**src/rtl/dlts_pkg.sv**
```systemverilog
`default_nettype none
package dlts_pkg;

  localparam int SLOTS_DEF   = 16;
  localparam int ID_BITS_DEF = 16;

  localparam int CMD_W    = 2;
  localparam int CODE_W   = 8;
  localparam int DELAY_W  = 32;
  localparam int TGT_W    = 16;
  localparam int STATUS_W = 2;
  localparam int AID_W    = 16;

  localparam logic [CMD_W-1:0] CMD_TICK     = 2'd0;
  localparam logic [CMD_W-1:0] CMD_ADD      = 2'd1;
  localparam logic [CMD_W-1:0] CMD_DELETE   = 2'd2;
  localparam logic [CMD_W-1:0] CMD_DISPATCH = 2'd3;

  localparam logic [STATUS_W-1:0] ST_OK        = 2'd0;
  localparam logic [STATUS_W-1:0] ST_FULL      = 2'd1;
  localparam logic [STATUS_W-1:0] ST_NOT_FOUND = 2'd2;
  localparam logic [STATUS_W-1:0] ST_NOT_READY = 2'd3;

endpackage
`default_nettype wire

```
**src/rtl/dlts_mem.sv**
```systemverilog
`default_nettype none
module dlts_mem #(
  parameter int Width = 8,
  parameter int Depth = 16
) (
  input  wire logic                     clk_i,
  input  wire logic                     we_i,
  input  wire logic [$clog2(Depth)-1:0] waddr_i,
  input  wire logic [Width-1:0]         wdata_i,
  input  wire logic                     re_i,
  input  wire logic [$clog2(Depth)-1:0] raddr_i,
  output logic      [Width-1:0]         rdata_o
);

  logic [Width-1:0] mem [Depth];

  always_ff @(posedge clk_i) begin
    if (we_i) begin
      mem[waddr_i] <= wdata_i;
    end
    if (re_i) begin
      rdata_o <= mem[raddr_i];
    end
  end

endmodule
`default_nettype wire

```
**src/rtl/delta_list_task_scheduler.sv**
```systemverilog
// tick counts down the delay of the head entry unless it is ready; on an empty table it only answers
// delete scans the slots for the target id, then moves every later entry down one slot
// add walks to the insert point, shifts the later entries up one slot, then writes the new entry
// dispatch of a ready head moves the later entries down; a periodic task then takes the insert walk
// one request at a time; in_stall drops as the result is presented
// reset clears control state and the entry count; table memory is not cleared
`default_nettype none
module delta_list_task_scheduler #(
  parameter int Slots  = dlts_pkg::SLOTS_DEF,
  parameter int IdBits = dlts_pkg::ID_BITS_DEF
) (
  input  wire logic                          clk_i,
  input  wire logic                          rst_ni,
  input  wire logic                          in_valid_i,
  output logic                               in_stall_o,
  input  wire logic [dlts_pkg::CMD_W-1:0]    command_i,
  input  wire logic [dlts_pkg::CODE_W-1:0]   task_code_i,
  input  wire logic [dlts_pkg::DELAY_W-1:0]  start_delay_i,
  input  wire logic [dlts_pkg::DELAY_W-1:0]  repeat_period_i,
  input  wire logic [dlts_pkg::TGT_W-1:0]    target_id_i,
  output logic                               out_valid_o,
  input  wire logic                          out_stall_i,
  output logic      [dlts_pkg::STATUS_W-1:0] status_o,
  output logic      [dlts_pkg::AID_W-1:0]    assigned_id_o,
  output logic      [dlts_pkg::CODE_W-1:0]   run_code_o,
  output logic                               run_valid_o
);
  import dlts_pkg::*;

  localparam int IdxW = (Slots > 1) ? $clog2(Slots) : 1;
  localparam int CntW = $clog2(Slots + 1);
  localparam int CmpW = (IdBits > TGT_W) ? IdBits : TGT_W;

  typedef struct packed {
    logic               ready;
    logic [CODE_W-1:0]  code;
    logic [DELAY_W-1:0] rel;
    logic [DELAY_W-1:0] period;
    logic [IdBits-1:0]  ident;
  } entry_t;

  localparam int EntW = $bits(entry_t);

  localparam logic [3:0] S_IDLE    = 4'd0;
  localparam logic [3:0] S_HEAD    = 4'd1;
  localparam logic [3:0] S_INS_RD  = 4'd2;
  localparam logic [3:0] S_INS_CHK = 4'd3;
  localparam logic [3:0] S_UP_RD   = 4'd4;
  localparam logic [3:0] S_UP_WR   = 4'd5;
  localparam logic [3:0] S_INS_PUT = 4'd6;
  localparam logic [3:0] S_INS_NEW = 4'd7;
  localparam logic [3:0] S_DEL_RD  = 4'd8;
  localparam logic [3:0] S_DEL_CHK = 4'd9;
  localparam logic [3:0] S_DN_RD   = 4'd10;
  localparam logic [3:0] S_DN_WR   = 4'd11;
  localparam logic [3:0] S_DONE    = 4'd12;

  logic [3:0]          state_q, state_d;
  logic [CMD_W-1:0]    cmd_q, cmd_d;
  logic [CODE_W-1:0]   code_q, code_d;
  logic [DELAY_W-1:0]  delay_q, delay_d;
  logic [DELAY_W-1:0]  period_q, period_d;
  logic [TGT_W-1:0]    target_q, target_d;
  logic [CntW-1:0]     k_q, k_d;
  logic [CntW-1:0]     j_q, j_d;
  logic [CntW-1:0]     cnt_q, cnt_d;
  logic [DELAY_W-1:0]  sum_q, sum_d;
  logic [DELAY_W-1:0]  gap_q, gap_d;
  logic [IdBits-1:0]   id_q, id_d;
  logic                redo_q, redo_d;
  entry_t              cur_q, cur_d;
  logic [STATUS_W-1:0] res_status_q, res_status_d;
  logic [AID_W-1:0]    res_aid_q, res_aid_d;
  logic [CODE_W-1:0]   res_code_q, res_code_d;
  logic                res_run_q, res_run_d;
  logic                out_valid_q, out_valid_d;
  logic [STATUS_W-1:0] out_status_q;
  logic [AID_W-1:0]    out_aid_q;
  logic [CODE_W-1:0]   out_code_q;
  logic                out_run_q;

  logic                mem_we, mem_re;
  logic [IdxW-1:0]     mem_waddr, mem_raddr;
  entry_t              mem_wdata, rd_ent;
  logic [EntW-1:0]     mem_rdata;

  logic [DELAY_W:0]    sum_ext;
  logic [DELAY_W-1:0]  new_rel, tick_rel;
  logic [IdBits-1:0]   id_inc, id_next;
  logic                in_acc, out_load;

  assign rd_ent   = entry_t'(mem_rdata);
  assign sum_ext  = {1'b0, sum_q} + {1'b0, rd_ent.rel};
  assign new_rel  = delay_q - sum_q;
  assign tick_rel = (rd_ent.rel != '0) ? rd_ent.rel - 1'b1 : rd_ent.rel;
  assign id_inc   = id_q + 1'b1;
  assign id_next  = (id_inc == '0) ? IdBits'(1) : id_inc;
  assign in_acc   = in_valid_i & ~in_stall_o;
  assign out_load = (state_q == S_DONE) & (~out_valid_q | ~out_stall_i);

  dlts_mem #(
    .Width (EntW),
    .Depth (Slots)
  ) u_mem (
    .clk_i   (clk_i),
    .we_i    (mem_we),
    .waddr_i (mem_waddr),
    .wdata_i (mem_wdata),
    .re_i    (mem_re),
    .raddr_i (mem_raddr),
    .rdata_o (mem_rdata)
  );

  always_comb begin
    state_d      = state_q;
    cmd_d        = cmd_q;
    code_d       = code_q;
    delay_d      = delay_q;
    period_d     = period_q;
    target_d     = target_q;
    k_d          = k_q;
    j_d          = j_q;
    cnt_d        = cnt_q;
    sum_d        = sum_q;
    gap_d        = gap_q;
    id_d         = id_q;
    redo_d       = redo_q;
    cur_d        = cur_q;
    res_status_d = res_status_q;
    res_aid_d    = res_aid_q;
    res_code_d   = res_code_q;
    res_run_d    = res_run_q;
    mem_we       = 1'b0;
    mem_waddr    = '0;
    mem_wdata    = rd_ent;
    mem_re       = 1'b0;
    mem_raddr    = '0;

    unique case (state_q)
      S_IDLE: begin
        if (in_acc) begin
          cmd_d        = command_i;
          code_d       = task_code_i;
          delay_d      = start_delay_i;
          period_d     = repeat_period_i;
          target_d     = target_id_i;
          k_d          = '0;
          sum_d        = '0;
          redo_d       = 1'b0;
          res_status_d = ST_OK;
          res_aid_d    = '0;
          res_code_d   = '0;
          res_run_d    = 1'b0;
          unique case (command_i)
            CMD_TICK, CMD_DISPATCH: begin
              if (cnt_q == '0) begin
                if (command_i == CMD_DISPATCH) begin
                  res_status_d = ST_NOT_READY;
                end
                state_d = S_DONE;
              end else begin
                mem_re  = 1'b1;
                state_d = S_HEAD;
              end
            end
            CMD_ADD:    state_d = S_INS_RD;
            CMD_DELETE: state_d = S_DEL_RD;
            default:    state_d = S_DONE;
          endcase
        end
      end
      S_HEAD: begin
        if (cmd_q == CMD_TICK) begin
          if (!rd_ent.ready) begin
            mem_we          = 1'b1;
            mem_wdata.rel   = tick_rel;
            mem_wdata.ready = (tick_rel == '0);
          end
          state_d = S_DONE;
        end else if (!rd_ent.ready) begin
          res_status_d = ST_NOT_READY;
          state_d      = S_DONE;
        end else begin
          res_code_d = rd_ent.code;
          res_run_d  = 1'b1;
          code_d     = rd_ent.code;
          delay_d    = rd_ent.period;
          period_d   = rd_ent.period;
          redo_d     = (rd_ent.period != '0);
          gap_d      = rd_ent.rel;
          k_d        = '0;
          j_d        = CntW'(1);
          state_d    = S_DN_RD;
        end
      end
      S_INS_RD: begin
        if (k_q == cnt_q) begin
          if (k_q == CntW'(Slots)) begin
            res_status_d = ST_FULL;
            res_aid_d    = '0;
            state_d      = S_DONE;
          end else begin
            state_d = S_INS_NEW;
          end
        end else begin
          mem_re    = 1'b1;
          mem_raddr = k_q[IdxW-1:0];
          state_d   = S_INS_CHK;
        end
      end
      S_INS_CHK: begin
        if (sum_ext <= {1'b0, delay_q}) begin
          sum_d   = sum_ext[DELAY_W-1:0];
          k_d     = k_q + 1'b1;
          state_d = S_INS_RD;
        end else begin
          cur_d     = rd_ent;
          cur_d.rel = sum_ext[DELAY_W-1:0] - delay_q;
          j_d       = (cnt_q == CntW'(Slots)) ? CntW'(Slots - 2) : cnt_q - 1'b1;
          state_d   = S_UP_RD;
        end
      end
      S_UP_RD: begin
        if (j_q > k_q) begin
          mem_re    = 1'b1;
          mem_raddr = j_q[IdxW-1:0];
          state_d   = S_UP_WR;
        end else begin
          state_d = S_INS_PUT;
        end
      end
      S_UP_WR: begin
        mem_we    = 1'b1;
        mem_waddr = IdxW'(j_q + 1'b1);
        mem_wdata = rd_ent;
        j_d       = j_q - 1'b1;
        state_d   = S_UP_RD;
      end
      S_INS_PUT: begin
        if (k_q != CntW'(Slots - 1)) begin
          mem_we    = 1'b1;
          mem_waddr = IdxW'(k_q + 1'b1);
          mem_wdata = cur_q;
        end
        state_d = S_INS_NEW;
      end
      S_INS_NEW: begin
        mem_we          = 1'b1;
        mem_waddr       = k_q[IdxW-1:0];
        mem_wdata.ready = (new_rel == '0);
        mem_wdata.code  = code_q;
        mem_wdata.rel   = new_rel;
        mem_wdata.period = period_q;
        mem_wdata.ident = id_next;
        id_d            = id_next;
        res_aid_d       = AID_W'(id_next);
        if (cnt_q != CntW'(Slots)) begin
          cnt_d = cnt_q + 1'b1;
        end
        state_d = S_DONE;
      end
      S_DEL_RD: begin
        if (k_q == cnt_q) begin
          res_status_d = ST_NOT_FOUND;
          state_d      = S_DONE;
        end else begin
          mem_re    = 1'b1;
          mem_raddr = k_q[IdxW-1:0];
          state_d   = S_DEL_CHK;
        end
      end
      S_DEL_CHK: begin
        if (CmpW'(rd_ent.ident) == CmpW'(target_q)) begin
          gap_d   = rd_ent.rel;
          j_d     = k_q + 1'b1;
          state_d = S_DN_RD;
        end else begin
          k_d     = k_q + 1'b1;
          state_d = S_DEL_RD;
        end
      end
      S_DN_RD: begin
        if (j_q < cnt_q) begin
          mem_re    = 1'b1;
          mem_raddr = j_q[IdxW-1:0];
          state_d   = S_DN_WR;
        end else begin
          cnt_d = cnt_q - 1'b1;
          if (redo_q) begin
            k_d     = '0;
            sum_d   = '0;
            state_d = S_INS_RD;
          end else begin
            state_d = S_DONE;
          end
        end
      end
      S_DN_WR: begin
        mem_we        = 1'b1;
        mem_waddr     = IdxW'(j_q - 1'b1);
        mem_wdata     = rd_ent;
        mem_wdata.rel = rd_ent.rel + gap_q;
        gap_d         = '0;
        j_d           = j_q + 1'b1;
        state_d       = S_DN_RD;
      end
      S_DONE: begin
        if (out_load) begin
          state_d = S_IDLE;
        end
      end
      default: state_d = S_IDLE;
    endcase
  end

  assign out_valid_d = out_load | (out_valid_q & out_stall_i);

  always_ff @(posedge clk_i or negedge rst_ni) begin
    if (!rst_ni) begin
      state_q     <= S_IDLE;
      cnt_q       <= '0;
      id_q        <= '0;
      out_valid_q <= 1'b0;
    end else begin
      state_q     <= state_d;
      cnt_q       <= cnt_d;
      id_q        <= id_d;
      out_valid_q <= out_valid_d;
    end
  end

  always_ff @(posedge clk_i) begin
    cmd_q        <= cmd_d;
    code_q       <= code_d;
    delay_q      <= delay_d;
    period_q     <= period_d;
    target_q     <= target_d;
    k_q          <= k_d;
    j_q          <= j_d;
    sum_q        <= sum_d;
    gap_q        <= gap_d;
    redo_q       <= redo_d;
    cur_q        <= cur_d;
    res_status_q <= res_status_d;
    res_aid_q    <= res_aid_d;
    res_code_q   <= res_code_d;
    res_run_q    <= res_run_d;
    if (out_load) begin
      out_status_q <= res_status_q;
      out_aid_q    <= res_aid_q;
      out_code_q   <= res_code_q;
      out_run_q    <= res_run_q;
    end
  end

  assign in_stall_o    = (state_q != S_IDLE);
  assign out_valid_o   = out_valid_q;
  assign status_o      = out_status_q;
  assign assigned_id_o = out_aid_q;
  assign run_code_o    = out_code_q;
  assign run_valid_o   = out_run_q;

endmodule
`default_nettype wire

```
**config.mk**
```make
export PLATFORM = sky130hd
export DESIGN_NAME = delta_list_task_scheduler
export DESIGN_NICKNAME = d
export VERILOG_FILES = /design/src/rtl/dlts_pkg.sv /design/src/rtl/dlts_mem.sv /design/src/rtl/delta_list_task_scheduler.sv
export SDC_FILE = /design/constraint.sdc
export NUM_CORES = 2
export LEC_CHECK = 0
export BUFFER_PORTS_ARGS = -buffer_cell sky130_fd_sc_hd__buf_4
export CORE_UTILIZATION = 30
export CTS_CLUSTER_DIAMETER = 100
export DETAILED_ROUTE_END_ITERATION = 8
export PLACE_DENSITY_LB_ADDON = 0.15
export SYNTH_ARGS = -nofsm -noshare
export SYNTH_HDL_FRONTEND = slang
export SYNTH_SLANG_ARGS = --single-unit
```
**constraint.sdc**
```tcl
create_clock -name clk_i -period 22.6 [get_ports clk_i]
set_input_delay 4.52 -clock clk_i [delete_from_list [all_inputs] [get_ports clk_i]]
set_output_delay 4.52 -clock clk_i [all_outputs]
set_load 0.01 [all_outputs]
```
==> run metrics <==
footprint of the multi-input gates=0.02603 mm²; most used cells in the layout excluding fill and tap cells=1,821 x edfxtp_1, 580 x nand2_1, 557 x a211oi_1; share of cells above drive strength 1=9.335%; count of hold buffers inserted by post-cts repair=0; total nets after synthesis=6,855; routed vias/inst=5.519; number of flip-flops and latches in the synthesized netlist=1,847; number of buffers between clock root and the deepest sink=4; Yosys warning count=0; TritonCTS buffer count=209; Post-DRT Antenna Nets=0; clock root buffer=clkbuf_16; count of flip-flops with a built-in enable after synthesis=1,821; aggregate global-route resource usage=20.81%; Worst Max-Slew Pin Slew=1401 ps; worst clock skew=81.74 ps; count of final setup violators=0; router iterations before antenna repair=8; overall die width=532.9 µm; TritonCTS clock tree=done; Setup CP Type=register to register; global-route wire length before repair=431.9 mm; Die Y-Extent=532.9 µm; cell area power density=161.5 mW/mm²; unrepaired setup endpoints after global routing=false; pin count of the biggest net entering global routing=197; time the final worst path needs with I/O delays and setup=7172 ps; number of nets in the finished design=6,856; clock transition at the registers of the reported paths=60 ps; worst endpoint required time=23,100 ps; layout overhead on the synthesized area=13.90%; number of port buffers=122; part of the power in combinational logic=44.3%; crit share post-route=31.73%; post-route design area=0.09632 mm²; Total Neg Setup Slack=0 ps; mapped cell area=0.08457 mm²; Initial Util=30.22%; total number of placement rows=194; FF+latch area=0.05533 mm²; commonest non-fill, non-tap cell in the layout=edfxtp_1; final routed wirelength across all metal layers=303.5 mm; switching power as a share of total power=41.78%; critical path startpoint category=register; run status=finished clean; cell type of the slowest stage on the worst timing path=o21a_4; total grt overflow=0; VDD IR max=0.0001250 V; htree depth=4; number of DRC markers after the initial detailed-route iteration=5,495; placement-stage cell area=0.08984 mm²; signal arrival time at the worst endpoint=7670 ps; Die ar.=0.2840 mm²; count of pins on the block boundary=123; initial antenna violation count=9; HPWL after detailed placement=171.2 mm; ys flop type=edfxtp_1; Worst slew margin=5.728%; final number of hold-violating endpoints=0; kind of end point of the critical path=register; number of design rule violations left after detail routing=0; number of global-route vias before repair=56,650; number of gates resized after CTS=0; Setup Fix Bufs, Post-CTS=0; clock latency of the later-clocked register in the worst-skew pair=900 ps; Internal Pwr Total=0.009058 W; sequential cell area fraction in the yosys report=65.43%; final estimated routing congestion in global placement=0.8776; post-route worst hold slack=415.6 ps; Sequential Power Share=34.4%; worst-path fanout max=48; Leak=32.10 nW; Routed WL per cell=28.91 µm; net switching power=0.006501 W; number of vias in the routed layout=57,930; placeable core region=0.2799 mm²; synthesized area per cell=12.80 µm²; Clk network pwr share=21.3%; Hold Crit Class=register to register; number of different library cells in the post-synthesis netlist=93; max frequency=139.4 MHz; total of fill cells in the finished design=27,170; total of max-cap violations=0; share of synthesized flip-flops with an asynchronous set or reset=1.408%; clk sinks=1,847; slowest cell delay on critical path=880 ps; critical path cell sequence=ha_1, fa_1, a211oi_1, o211ai_1, nand3_1, a31oi_1, o211ai_1, a21oi_1, o21a_1, nor3_1, nor2_1, ha_1, nand4_1, nor2_1, o21a_1, nand3_1, o211ai_1, o21a_1, o21a_4, buf_4; Final Slew Violations=0; Mapped Cells=6,609
-- final timing paths --
check	from	end	slack [ps]	cells after the start
max	u_mem.rdata_o[48]$_DFFE_PP_	cur_q[38]$_DFFE_PP_	15430	20
min	res_code_q[5]$_SDFFCE_PN0P_	run_code_o[5]$_DFFE_PP_	420	0
max reg2reg	u_mem.rdata_o[48]$_DFFE_PP_	cur_q[38]$_DFFE_PP_	15430	20
min reg2reg	res_code_q[5]$_SDFFCE_PN0P_	run_code_o[5]$_DFFE_PP_	420	0
max in group asynchronous	rst_ni	cnt_q[3]$_DFFE_PN0P_	18580	1
min in group asynchronous	rst_ni	id_q[14]$_DFFE_PN0P_	3640	1
-- critical path, delay by kind of cell, from the launching register on --
family	cells	cell delay [ps]
compound gates	10	3340
fa+ha+maj	3	1100
buf+inv	1	750
flops	1	530
simple gates	6	950
-- synth_stat cells (all sizes together) (32+ instances only) --
master     n  area share, %
edfxtp  1821             65
nand2    584            2.6
a211oi   557            4.9
inv      440            2.0
o21ai    382            2.3
clkbuf   339            1.5
and2     306            2.3
a221oi   288            3.0
a21oi    261            1.5
nor2     200           0.89
ha       148            2.2
buf      143           0.79
xnor2    112            1.2
a32oi     91           0.94
o2111a    88            1.2
a21o      77           0.68
nand3     64           0.39
nor3      62           0.37
xor2      51           0.53
a222oi    44           0.52
nor2b     40           0.30
and3      32           0.24
nor4      32           0.29
-- through the flow --
stage               instances  setup slack [ps]  utilization (%)  power (W)
floorplan                6609             10720                -   0.009672
global placement        10120             15270            32.10    0.01225
detailed placement      10120             15290            32.10    0.01226
CTS                     10490             15410            34.41    0.01562
global route            10500             15010            34.41    0.01635
finish                  10500             15430            34.42    0.01556
-- cells by family (layout without fill, tap and decap cells) --
group	after synthesis	after routing	share of synthesized area (%)
AO/OA/AOI/OAI	2038	2038	17.47
XOR/XNOR	163	163	1.688
other	0	3	0
buffers and inverters	922	1083	4.252
multiplexers	34	34	0.4098
AND/OR/NAND/NOR	1453	1453	8.469
adder cells (fa/ha/maj)	152	152	2.284
flip-flops	1847	1847	65.43
-- power by group through the flow --
| stage | registers (W) | logic [W] | clock network, W |
|---|---|---|---|
| 2_1_floorplan | 0.00523 | 0.00444 | 0 |
| 3_3_place_gp | 0.00541 | 0.00685 | 0 |
| 3_5_place_dp | 0.00541 | 0.00685 | 0 |
| 4_1_cts | 0.00535 | 0.00689 | 0.00339 |
| 5_1_grt | 0.00538 | 0.00745 | 0.00351 |
| 6_report | 0.00535 | 0.00690 | 0.00332 |
-- registers in the layout, summed over array words and instances, names as in the netlist, 2 cells and up --
name and cells:
target_q 16, u_mem.rdata_o 89, sum_q 32, run_code_o 8, code_q 8, gap_q 32
j_q 5, status_o 2, assigned_id_o 16, state_q 4, cmd_q 2, cnt_q 5
k_q 5, res_status_q 2, delay_q 32, cur_q 89, period_q 32, id_q 16
u_mem.mem 1424, res_code_q 8, res_aid_q 16
-- final cells by class --
| cell class | count | area share (%) |
|---|---|---|
| sequential | 1847 | 57.45 |
| multi-input combinational | 3840 | 27.03 |
| clock buffer | 258 | 5.731 |
| tap | 3724 | 4.837 |
| timing repair buffer | 272 | 2.250 |
| inverter | 440 | 1.715 |
| clock inverter | 113 | 0.9859 |
| antenna | 3 | 0.007794 |
-- per-layer routing --
metal	track usage (%)	vias to the layer above	routed length (µm)
li1	-	25610	-
met1	28.64	30040	134900
met2	34.25	1879	143900
met3	2.483	398	16000
met4	6.280	0	8727
met5	0	-	0
No activity file was read; power rests on OpenSTA's default activity.
